## src/hdl/bip_pkg.sv

```systemverilog
// bip_pkg: shared widths, codes, types and helpers of the bitmap index pager
// used by bip_front, bip_back, bitmap_index_pager_unit and bip_checker
// no dependencies
package bip_pkg;

   // field and register widths
   localparam int WORD_W      = 64;
   localparam int OFF_W       = 6;
   localparam int WORDS_W     = 17;
   localparam int START_W     = 22;
   localparam int LIMIT_W     = 17;
   localparam int POS_W       = 22;
   localparam int NEXT_W      = 24;
   localparam int COUNT_W     = 17;
   localparam int WIDX_W      = START_W - OFF_W;

   // stream and csr port widths
   localparam int REQ_TDATA_W = 64;
   localparam int REQ_TUSER_W = 1;
   localparam int RSP_TDATA_W = 64;
   localparam int RSP_TUSER_W = 2;
   localparam int CSR_INDEX_W = 2;
   localparam int CSR_DATA_W  = 22;

   // parameter defaults
   localparam int unsigned MAX_WORDS_DEFAULT = 65536;
   localparam int unsigned MAX_PAGE_DEFAULT  = 65536;

   // register indexes
   localparam logic [CSR_INDEX_W-1:0] CSR_VECTOR_WORDS = 2'd0;
   localparam logic [CSR_INDEX_W-1:0] CSR_START_INDEX  = 2'd1;
   localparam logic [CSR_INDEX_W-1:0] CSR_PAGE_LIMIT   = 2'd2;

   // register reset values
   localparam logic [WORDS_W-1:0] VECTOR_WORDS_RESET = 17'd1;
   localparam logic [START_W-1:0] START_INDEX_RESET  = 22'd0;
   localparam logic [LIMIT_W-1:0] PAGE_LIMIT_RESET   = 17'd1;

   // queue between front and back
   localparam int QDEPTH   = 2;
   localparam int QPTR_W   = 1;
   localparam int QCOUNT_W = 2;

   // word classes decided by the front
   localparam int KIND_W = 2;
   localparam logic [KIND_W-1:0] KIND_CONT     = 2'd0;
   localparam logic [KIND_W-1:0] KIND_FIRST    = 2'd1;
   localparam logic [KIND_W-1:0] KIND_PAST_END = 2'd2;
   localparam logic [KIND_W-1:0] KIND_ZERO_LIM = 2'd3;

   // live configuration, already saturated
   typedef struct packed {
      logic [WORDS_W-1:0] words;
      logic [LIMIT_W-1:0] limit;
      logic [START_W-1:0] start_index;
   } cfg_type;

   // one queued word with its class
   typedef struct packed {
      logic [KIND_W-1:0] kind;
      logic [WORD_W-1:0] word;
   } entry_type;

   // one result beat
   typedef struct packed {
      logic                     match_valid;
      logic [POS_W-1:0]         match_position;
      logic                     run_end;
      logic                     page_end;
      logic signed [NEXT_W-1:0] next_start;
      logic [COUNT_W-1:0]       found_count;
   } rsp_type;

   // offset of the lowest set bit (zero for an empty word)
   function automatic logic [OFF_W-1:0] lowest_set_offset(input logic [WORD_W-1:0] w);
      logic [WORD_W-1:0] iso;
      logic [OFF_W-1:0]  off;
      iso = w & (~w + {{(WORD_W-1){1'b0}}, 1'b1});
      off = '0;
      for (int i = 0; i < WORD_W; i++) begin
         if (iso[i]) begin
            off = off | OFF_W'(i);
         end
      end
      return off;
   endfunction

endpackage

```

## src/hdl/bitmap_index_pager_unit.sv

```systemverilog
// bitmap_index_pager_unit: top level of the bitmap index pager, holds the
// configuration registers and joins bip_front and bip_back; depends on bip_pkg
//
//   channel  dir  handshake              payload
//   req      in   req_tvalid/req_tready  tdata word_bits, tuser first_word
//   rsp      out  rsp_tvalid/rsp_tready  tdata position/next/count, tuser flags,
//                                        tlast run_end
//   csr      in   csr_we                 csr_index, csr_wdata
//
// a word leaves the queue when the back end is idle and the result register is
// free, then the back end's set-bit walk yields one result per set bit (up to 64
// for a dense word); a walked word that yields nothing takes one step in the walk
// a two-entry queue and the result register let either side stall on its own
// synchronous reset empties the queue and the result register, ends the open page
module bitmap_index_pager_unit #(
   parameter int unsigned MAX_WORDS = bip_pkg::MAX_WORDS_DEFAULT,
   parameter int unsigned MAX_PAGE  = bip_pkg::MAX_PAGE_DEFAULT
) (
   input  logic                              clock,
   input  logic                              reset,
   // word_bits[63:0]
   input  logic                              req_tvalid,
   output logic                              req_tready,
   input  logic [bip_pkg::REQ_TDATA_W-1:0]   req_tdata,
   // first_word[0]
   input  logic [bip_pkg::REQ_TUSER_W-1:0]   req_tuser,
   // match_position[21:0], next_start[45:22], found_count[62:46], zero[63]
   output logic                              rsp_tvalid,
   input  logic                              rsp_tready,
   output logic [bip_pkg::RSP_TDATA_W-1:0]   rsp_tdata,
   // match_valid[0], page_end[1]
   output logic [bip_pkg::RSP_TUSER_W-1:0]   rsp_tuser,
   output logic                              rsp_tlast,
   input  logic                              csr_we,
   input  logic [bip_pkg::CSR_INDEX_W-1:0]   csr_index,
   input  logic [bip_pkg::CSR_DATA_W-1:0]    csr_wdata
);

   logic [bip_pkg::WORDS_W-1:0]  vector_words_ff, vector_words_in;
   logic [bip_pkg::START_W-1:0]  start_index_ff, start_index_in;
   logic [bip_pkg::LIMIT_W-1:0]  page_limit_ff, page_limit_in;
   bip_pkg::cfg_type             cfg;
   logic                         q_valid;
   logic                         q_pop;
   bip_pkg::entry_type           q_entry;
   bip_pkg::rsp_type             rsp_data;

   // configuration writes
   always_comb begin
      vector_words_in = vector_words_ff;
      start_index_in  = start_index_ff;
      page_limit_in   = page_limit_ff;
      if (csr_we) begin
         unique case (csr_index)
            bip_pkg::CSR_VECTOR_WORDS: vector_words_in = csr_wdata[bip_pkg::WORDS_W-1:0];
            bip_pkg::CSR_START_INDEX:  start_index_in  = csr_wdata[bip_pkg::START_W-1:0];
            bip_pkg::CSR_PAGE_LIMIT:   page_limit_in   = csr_wdata[bip_pkg::LIMIT_W-1:0];
            default:                   vector_words_in = vector_words_ff;
         endcase
      end
   end

   always_ff @(posedge clock) begin
      if (reset) begin
         vector_words_ff <= bip_pkg::VECTOR_WORDS_RESET;
         start_index_ff  <= bip_pkg::START_INDEX_RESET;
         page_limit_ff   <= bip_pkg::PAGE_LIMIT_RESET;
      end else begin
         vector_words_ff <= vector_words_in;
         start_index_ff  <= start_index_in;
         page_limit_ff   <= page_limit_in;
      end
   end

   // saturate word count and page limit
   always_comb begin
      cfg.words       = (32'(vector_words_ff) > MAX_WORDS) ?
                        MAX_WORDS[bip_pkg::WORDS_W-1:0] : vector_words_ff;
      cfg.limit       = (32'(page_limit_ff) > MAX_PAGE) ?
                        MAX_PAGE[bip_pkg::LIMIT_W-1:0] : page_limit_ff;
      cfg.start_index = start_index_ff;
   end

   bip_front u_front (
      .clock      (clock),
      .reset      (reset),
      .req_tvalid (req_tvalid),
      .req_tready (req_tready),
      .req_tdata  (req_tdata),
      .req_tuser  (req_tuser),
      .cfg        (cfg),
      .q_valid    (q_valid),
      .q_entry    (q_entry),
      .q_pop      (q_pop)
   );

   bip_back u_back (
      .clock     (clock),
      .reset     (reset),
      .cfg       (cfg),
      .q_valid   (q_valid),
      .q_entry   (q_entry),
      .q_pop     (q_pop),
      .rsp_valid (rsp_tvalid),
      .rsp_ready (rsp_tready),
      .rsp_data  (rsp_data)
   );

   // pack the result beat
   assign rsp_tdata = {1'b0, rsp_data.found_count, rsp_data.next_start,
                       rsp_data.match_position};
   assign rsp_tuser = {rsp_data.page_end, rsp_data.match_valid};
   assign rsp_tlast = rsp_data.run_end;

endmodule

```

## src/hdl/bip_front.sv

```systemverilog
// bip_front: accepts bitmap words, classifies them and masks first words, and holds them
// in a two-entry queue for the back end; depends on bip_pkg
module bip_front (
   input  logic                                clock,
   input  logic                                reset,
   input  logic                                req_tvalid,
   output logic                                req_tready,
   input  logic [bip_pkg::REQ_TDATA_W-1:0]     req_tdata,
   input  logic [bip_pkg::REQ_TUSER_W-1:0]     req_tuser,
   input  bip_pkg::cfg_type                    cfg,
   output logic                                q_valid,
   output bip_pkg::entry_type                  q_entry,
   input  logic                                q_pop
);

   bip_pkg::entry_type                  q_ff [bip_pkg::QDEPTH];
   logic [bip_pkg::QPTR_W-1:0]          wr_ptr_ff, wr_ptr_in;
   logic [bip_pkg::QPTR_W-1:0]          rd_ptr_ff, rd_ptr_in;
   logic [bip_pkg::QCOUNT_W-1:0]        count_ff, count_in;
   bip_pkg::entry_type                  new_entry;
   logic                                push;
   logic [bip_pkg::OFF_W-1:0]           start_off;
   logic [bip_pkg::WIDX_W-1:0]          start_widx;

   // classify the incoming beat
   assign start_off  = cfg.start_index[bip_pkg::OFF_W-1:0];
   assign start_widx = cfg.start_index[bip_pkg::START_W-1:bip_pkg::OFF_W];

   always_comb begin
      new_entry.word = req_tdata;
      new_entry.kind = bip_pkg::KIND_CONT;
      if (req_tuser[0]) begin
         new_entry.word = req_tdata & ({bip_pkg::WORD_W{1'b1}} << start_off);
         if ({1'b0, start_widx} >= cfg.words) begin
            new_entry.kind = bip_pkg::KIND_PAST_END;
         end else if (cfg.limit == '0) begin
            new_entry.kind = bip_pkg::KIND_ZERO_LIM;
         end else begin
            new_entry.kind = bip_pkg::KIND_FIRST;
         end
      end
   end

   // queue pointers and fill level
   assign req_tready = (count_ff != bip_pkg::QCOUNT_W'(bip_pkg::QDEPTH));
   assign push       = req_tvalid && req_tready;
   assign q_valid    = (count_ff != '0);
   assign q_entry    = q_ff[rd_ptr_ff];

   always_comb begin
      wr_ptr_in = wr_ptr_ff;
      rd_ptr_in = rd_ptr_ff;
      count_in  = count_ff;
      if (push) begin
         wr_ptr_in = wr_ptr_ff + 1'b1;
      end
      if (q_pop) begin
         rd_ptr_in = rd_ptr_ff + 1'b1;
      end
      if (push && !q_pop) begin
         count_in = count_ff + 1'b1;
      end else if (!push && q_pop) begin
         count_in = count_ff - 1'b1;
      end
   end

   always_ff @(posedge clock) begin
      if (reset) begin
         wr_ptr_ff <= '0;
         rd_ptr_ff <= '0;
         count_ff  <= '0;
      end else begin
         wr_ptr_ff <= wr_ptr_in;
         rd_ptr_ff <= rd_ptr_in;
         count_ff  <= count_in;
      end
   end

   // queue storage
   always_ff @(posedge clock) begin
      if (push) begin
         q_ff[wr_ptr_ff] <= new_entry;
      end
   end

endmodule

```

## src/hdl/bip_back.sv

```systemverilog
// bip_back: walks the set bits of queued words, one result beat per cycle while the result
// register is free, keeps the page state and the result register; depends on bip_pkg
module bip_back (
   input  logic                clock,
   input  logic                reset,
   input  bip_pkg::cfg_type    cfg,
   input  logic                q_valid,
   input  bip_pkg::entry_type  q_entry,
   output logic                q_pop,
   output logic                rsp_valid,
   input  logic                rsp_ready,
   output bip_pkg::rsp_type    rsp_data
);

   logic                          active_ff, active_in;
   logic                          busy_ff, busy_in;
   logic [bip_pkg::WORDS_W-1:0]   widx_ff, widx_in;
   logic [bip_pkg::COUNT_W-1:0]   count_ff, count_in;
   logic [bip_pkg::WORD_W-1:0]    work_ff, work_in;
   logic                          rsp_valid_ff, rsp_valid_in;
   bip_pkg::rsp_type              rsp_ff, rsp_in;

   logic                          out_free;
   logic                          word_is_last;
   logic [bip_pkg::OFF_W-1:0]     off;
   logic [bip_pkg::WORD_W-1:0]    rest;
   logic [bip_pkg::COUNT_W-1:0]   cnt_next;
   logic [bip_pkg::NEXT_W-1:0]    pos_full;
   logic [bip_pkg::NEXT_W-1:0]    pos_plus;

   function automatic bip_pkg::rsp_type make_rsp(
      input logic                          valid,
      input logic [bip_pkg::POS_W-1:0]     pos,
      input logic                          rend,
      input logic                          pend,
      input logic [bip_pkg::NEXT_W-1:0]    next,
      input logic [bip_pkg::COUNT_W-1:0]   cnt
   );
      bip_pkg::rsp_type r;
      r.match_valid    = valid;
      r.match_position = pos;
      r.run_end        = rend;
      r.page_end       = pend;
      r.next_start     = next;
      r.found_count    = cnt;
      return r;
   endfunction

   // lowest set bit of the word in work and where the word sits
   assign off          = bip_pkg::lowest_set_offset(work_ff);
   assign rest         = work_ff & (work_ff - {{(bip_pkg::WORD_W-1){1'b0}}, 1'b1});
   assign cnt_next     = count_ff + 1'b1;
   assign pos_full     = {1'b0, widx_ff, off};
   assign pos_plus     = pos_full + 1'b1;
   assign word_is_last = ({1'b0, widx_ff} + 1'b1) >= {1'b0, cfg.words};
   assign out_free     = !rsp_valid_ff || rsp_ready;

   always_comb begin
      active_in    = active_ff;
      busy_in      = busy_ff;
      widx_in      = widx_ff;
      count_in     = count_ff;
      work_in      = work_ff;
      rsp_valid_in = rsp_valid_ff && !rsp_ready;
      rsp_in       = rsp_ff;
      q_pop        = 1'b0;

      if (busy_ff && out_free) begin
         // one set bit per cycle, or close out an empty word
         if (work_ff == '0) begin
            busy_in = 1'b0;
            if (word_is_last) begin
               active_in    = 1'b0;
               rsp_valid_in = 1'b1;
               rsp_in       = make_rsp(1'b0, '0, 1'b1, 1'b1, '1, count_ff);
            end else begin
               widx_in = widx_ff + 1'b1;
            end
         end else begin
            count_in     = cnt_next;
            rsp_valid_in = 1'b1;
            if (cnt_next >= cfg.limit) begin
               active_in = 1'b0;
               busy_in   = 1'b0;
               rsp_in    = make_rsp(1'b1, pos_full[bip_pkg::POS_W-1:0], 1'b1, 1'b1,
                                    pos_plus, cnt_next);
            end else if (rest == '0) begin
               busy_in = 1'b0;
               if (word_is_last) begin
                  active_in = 1'b0;
                  rsp_in    = make_rsp(1'b1, pos_full[bip_pkg::POS_W-1:0], 1'b1, 1'b1,
                                       '1, cnt_next);
               end else begin
                  widx_in = widx_ff + 1'b1;
                  rsp_in  = make_rsp(1'b1, pos_full[bip_pkg::POS_W-1:0], 1'b1, 1'b0,
                                     '0, cnt_next);
               end
            end else begin
               work_in = rest;
               rsp_in  = make_rsp(1'b1, pos_full[bip_pkg::POS_W-1:0], 1'b0, 1'b0,
                                  '0, cnt_next);
            end
         end
      end else if (!busy_ff && q_valid && out_free) begin
         // take the next word from the queue
         q_pop = 1'b1;
         unique case (q_entry.kind)
            bip_pkg::KIND_CONT: begin
               if (active_ff) begin
                  work_in = q_entry.word;
                  busy_in = 1'b1;
               end
            end
            bip_pkg::KIND_FIRST: begin
               widx_in   = {1'b0, cfg.start_index[bip_pkg::START_W-1:bip_pkg::OFF_W]};
               count_in  = '0;
               active_in = 1'b1;
               work_in   = q_entry.word;
               busy_in   = 1'b1;
            end
            bip_pkg::KIND_PAST_END: begin
               active_in    = 1'b0;
               rsp_valid_in = 1'b1;
               rsp_in       = make_rsp(1'b0, '0, 1'b1, 1'b1, '1, '0);
            end
            bip_pkg::KIND_ZERO_LIM: begin
               active_in    = 1'b0;
               rsp_valid_in = 1'b1;
               rsp_in       = make_rsp(1'b0, '0, 1'b1, 1'b1,
                                       {2'b00, cfg.start_index}, '0);
            end
            default: begin
               active_in = active_ff;
            end
         endcase
      end
   end

   // control state
   always_ff @(posedge clock) begin
      if (reset) begin
         active_ff    <= 1'b0;
         busy_ff      <= 1'b0;
         rsp_valid_ff <= 1'b0;
      end else begin
         active_ff    <= active_in;
         busy_ff      <= busy_in;
         rsp_valid_ff <= rsp_valid_in;
      end
   end

   // page payload and result register
   always_ff @(posedge clock) begin
      widx_ff  <= widx_in;
      count_ff <= count_in;
      work_ff  <= work_in;
      rsp_ff   <= rsp_in;
   end

   assign rsp_valid = rsp_valid_ff;
   assign rsp_data  = rsp_ff;

endmodule

```

## config.mk

```make
export PLATFORM = sky130hd
export DESIGN_NAME = bitmap_index_pager_unit
export DESIGN_NICKNAME = d
export VERILOG_FILES = /design/src/hdl/bip_pkg.sv /design/src/hdl/bitmap_index_pager_unit.sv /design/src/hdl/bip_front.sv /design/src/hdl/bip_back.sv
export SDC_FILE = /design/constraint.sdc
export NUM_CORES = 1
export LEC_CHECK = 0
export BUFFER_PORTS_ARGS = -buffer_cell sky130_fd_sc_hd__clkbuf_2
export CAP_MARGIN = 20
export CELL_PAD_IN_SITES_DETAIL_PLACEMENT = 2
export CELL_PAD_IN_SITES_GLOBAL_PLACEMENT = 2
export CORE_ASPECT_RATIO = 1.5
export CORE_MARGIN = 3
export CORE_UTILIZATION = 39
export DETAILED_ROUTE_END_ITERATION = 8
export GPL_TIMING_DRIVEN = 0
export PLACE_DENSITY_LB_ADDON = 0.1
export SYNTH_ARGS = -nofsm -noshare
export SYNTH_HDL_FRONTEND = slang
export SYNTH_SLANG_ARGS = --single-unit
export TNS_END_PERCENT = 100
```

## constraint.sdc

```tcl
create_clock -name clock -period 9.1 [get_ports clock]
set_input_delay 0.455 -clock clock [delete_from_list [all_inputs] [get_ports clock]]
set_output_delay 0.455 -clock clock [all_outputs]
set_load 0.01 [all_outputs]
```

==> results.py <==
metrics = {
    "status": {
        "outcome": "complete, no violations",
    },
    "power": {
        "peakVddDrop_v": 0.0001629,
        "p_sw_w": 0.002652,
        "p_int_w": 0.004008,
        "seq_power_share_pct": 41.7,
        "leakagePower_nw": 7.938,
        "p_sw_share_pct": 39.82,
        "power_density_nw_per_um2": 293.8,
        "pwr-share-comb_pct": 34.4,
        "p_clk_share_pct": 23.9,
    },
    "sta": {
        "max_clock_freq_ghz": 0.1682,
        "tightest_slew_ps": 1136,
        "holdWs_ps": 129.4,
        "report.final.slew_viol_count": 0,
        "setup_violations": 0,
        "max_slew_margin_pct": 24.27,
        "rsz0062_at_grt": "no",
        "setup_slack_ps": 3156,
        "clock_skew_ps": 13.43,
        "period_share_pct": 65.32,
        "hold_viol_final": 0,
        "min_period_ps": 5944,
    },
    "worst_setup_path": {
        "crit_family": "simple AND/OR/NAND/NOR gates",
        "cp.arrival_ps": 6290,
        "worst-path-buf-inv": 2,
        "endpoint_kind": "flop",
        "setup.worst_path.start": "u_back.count_ff[0]$_SDFFCE_PN0P_",
        "reg2reg_from": "u_back.count_ff[0]$_SDFFCE_PN0P_",
        "cpPeakStageDelay_ps": 640,
        "cp_data_required_time_ps": 9450,
        "startpoint_type": "flop",
        "path_class": "reg -> reg",
        "cp_slowest_cell": "clkbuf_1",
        "crit_path_frequent_cell": "nor2_1",
        "crit_chain": "ha_1, nand3_1, nor2_1, and3_1, and3_1, nand3_1, nor2_1, xor2_1, ha_1, nand4_1, nor2_1, a221oi_1, or4b_2, a31oi_1, or2_2, clkbuf_1, clkbuf_1, nand2_1, a21oi_1",
        "cp_max_fo": 10,
    },
    "drt": {
        "drtIter0Drc": 1136,
        "antenna_left": 0,
        "viasPerCell": 6.061,
        "wirelength_um": 89670,
        "avgRoutedWirePerCell_um": 31.36,
        "drt-pass1-iter-count": 5,
        "drc": 0,
        "vias": 17329,
    },
    "clocking": {
        "cts_resized": 0,
        "clk_path_buf_depth": 3,
        "cts_buffers": 38,
        "clk_latency_ps": 550,
        "cts_root_buf": "clkbuf_16",
        "post_cts_buffers": 0,
        "postCtsHoldBufs": 0,
        "cts_htree_levels": 2,
        "clk_pin_slew_worst_paths_ps": 60,
        "cts_tree": "done",
        "cts.sinks": 360,
    },
    "die": {
        "start_util_pct": 39.43,
        "die_w_um": 189.0,
        "rows": 100,
        "die_h_um": 280.5,
        "num_io_pins": 163,
        "die_area_um2": 53000,
        "core_region_area_um2": 49670,
    },
    "hold_path": {
        "hold_path.class": "in -> reg",
        "min_from": "csr_wdata[20]",
    },
    "layout": {
        "nNetsFinal": 2314,
        "design_area_um2": 22670,
        "area_growth_pct": 15.74,
        "fin_cells": 2859,
        "drive_above_1_share_pct": 13.49,
    },
    "grt": {
        "grt_max_degree": 41,
        "grt_pass1_wl_um": 129500,
        "antenna_found_initial": 3,
        "grt_overflow_total": 0,
        "grt_pass1_vias": 18951,
        "grt_use_total_pct": 33.25,
    },
    "logic_synthesis": {
        "syn_area_per_cell_um2": 10.02,
        "synth_seq_cells": 360,
        "synth.net_count": 2103,
        "yosys_warnings": 0,
        "async_flop_share_pct": 0,
        "ys.flop_type": "edfxtp_1",
        "synth_edf_count": 296,
        "synth_area_um2": 19580,
        "yosysSeqAreaShare_pct": 51.93,
        "postSynthCellCount": 1955,
        "synth_cell_types": 92,
    },
    "placed_design": {
        "place.gp.congestion": 0.9215,
        "post-place-ws_ps": 3186,
        "dp_cells": 2788,
        "hpwl_um": 70160,
        "io_buffers": 160,
        "dpl_cell_area_um2": 21430,
    },
    "run": {
        "cap_violations": 0,
    },
}
-- registers in the layout, summed over array words and instances, names as in the netlist, named ones only --
| register | count |
|---|---|
| u_front.count_ff | 2 |
| u_back.count_ff | 17 |
| vector_words_ff | 17 |
| u_back.widx_ff | 17 |
| u_back.active_ff | 1 |
| u_back.work_ff | 64 |
| u_back.rsp_valid | 1 |
| u_back.rsp_data | 66 |
| u_front.wr_ptr_ff | 1 |
| u_front.rd_ptr_ff | 1 |
| page_limit_ff | 17 |
| u_front.q_ff | 132 |
| u_back.busy_ff | 1 |
| start_index_ff | 22 |
-- synthesized netlist by cell type (35+ instances only) --
library cell	instances	share of area, %
nand2_1	297	5.7
edfxtp_1	296	45
a21oi_1	148	3.8
nor2_1	136	2.6
o21ai_0	92	2.4
clkbuf_1	87	1.7
nand3_1	65	1.7
dfxtp_1	64	6.5
ha_1	54	3.5
nor4_1	52	1.7
nor2b_1	47	1.5
mux2i_1	46	2.4
and3_1	45	1.4
inv_1	41	0.79
and2_1	37	1.2
nor3_1	37	0.95
xor2_1	35	1.6
-- placed cells by master, fill, tap and decap left out, drive strengths merged, types with 21 or more instances in the layout --
master / netlist / layout
a211oi: 23 / 23
a21oi: 152 / 152
and2: 37 / 37
and3: 45 / 45
buf: 16 / 27
clkbuf: 87 / 297
dfxtp: 64 / 64
edfxtp: 296 / 296
ha: 54 / 54
inv: 41 / 43
mux2i: 46 / 46
nand2: 298 / 298
nand3: 67 / 67
nand4: 37 / 37
nor2: 138 / 138
nor2b: 47 / 47
nor3: 43 / 43
nor4: 64 / 64
o21a: 28 / 28
o21ai: 101 / 101
xnor2: 21 / 21
xor2: 35 / 35
-- path summary, 6_finish.rpt --
path                                           to  slack, ps  cells after the start
setup / recovery    u_back.rsp_data[18]$_DFFE_PP_       3160                     19
hold / removal    start_index_ff[20]$_SDFFE_PP0P_        130                      3
setup reg to reg    u_back.rsp_data[18]$_DFFE_PP_       3160                     19
hold reg to reg    page_limit_ff[12]$_SDFFE_PP0P_        480                      2
-- routing by layer --
metal	track usage (%)	share of wire [%]	vias up
met1	33.48	34	8876
met5	0	0	-
met2	63.48	54	521
met4	23.66	8.6	0
li1	-	-	7681
met3	3.087	3.2	251
-- power groups by stage --
stage / Sequential (W) / Combinational [W] / Clock (W)
6_report: 0.00278 / 0.00229 / 0.00159
3_5_place_dp: 0.00280 / 0.00224 / 0
4_1_cts: 0.00277 / 0.00228 / 0.00161
3_3_place_gp: 0.00284 / 0.00205 / 0
2_1_floorplan: 0.00277 / 0.00121 / 0
5_1_grt: 0.00282 / 0.00247 / 0.00167
-- cell families after synthesis --
| logic type | Yosys count | share of synthesized area (%) |
|---|---|---|
| AOI/OAI and AO/OA | 436 | 13.95 |
| xor gates and xnor gates | 56 | 2.504 |
| adders and majority gates | 56 | 3.552 |
| buffers and inverters | 146 | 2.952 |
| DFF | 360 | 51.93 |
| muxes | 47 | 2.409 |
| other | 1 | 0.01915 |
| and+or+nand+nor | 853 | 22.69 |
-- layout make-up --
| cell class | instances | area, um^2 |
|---|---|---|
| Antenna cell | 1 | 2.502 |
| Buffer | 103 | 416.7 |
| Clock buffer | 50 | 1006 |
| Clock inverter | 19 | 220.2 |
| Fill cell | 5391 | 27010 |
| Inverter | 43 | 161.4 |
| Multi-Input combinational cell | 1449 | 8876 |
| Sequential cell | 360 | 10170 |
| Tap cell | 663 | 829.5 |
| Timing Repair Buffer | 171 | 983.4 |
-- worst reg2reg max path: stages, from the launching register on --
cell	delay, ps
edfxtp_1	480
ha_1	260
nand3_1	170
nor2_1	310
and3_1	280
and3_1	260
nand3_1	220
nor2_1	270
xor2_1	280
ha_1	220
nand4_1	100
nor2_1	90
a221oi_1	80
or4b_2	610
a31oi_1	290
or2_2	160
clkbuf_1	640
clkbuf_1	550
nand2_1	170
a21oi_1	300
-- through the flow --
stage	power [W]	setup TNS (ps)	util, %
finish	0.006660	0	45.63
global route	0.006956	0	45.62
CTS	0.006668	0	45.61
detailed placement	0.005042	0	43.15
global placement	0.004897	-188300	42.71
floorplan	0.003975	0	-
Note: power is estimated with default switching activity, not from simulation.
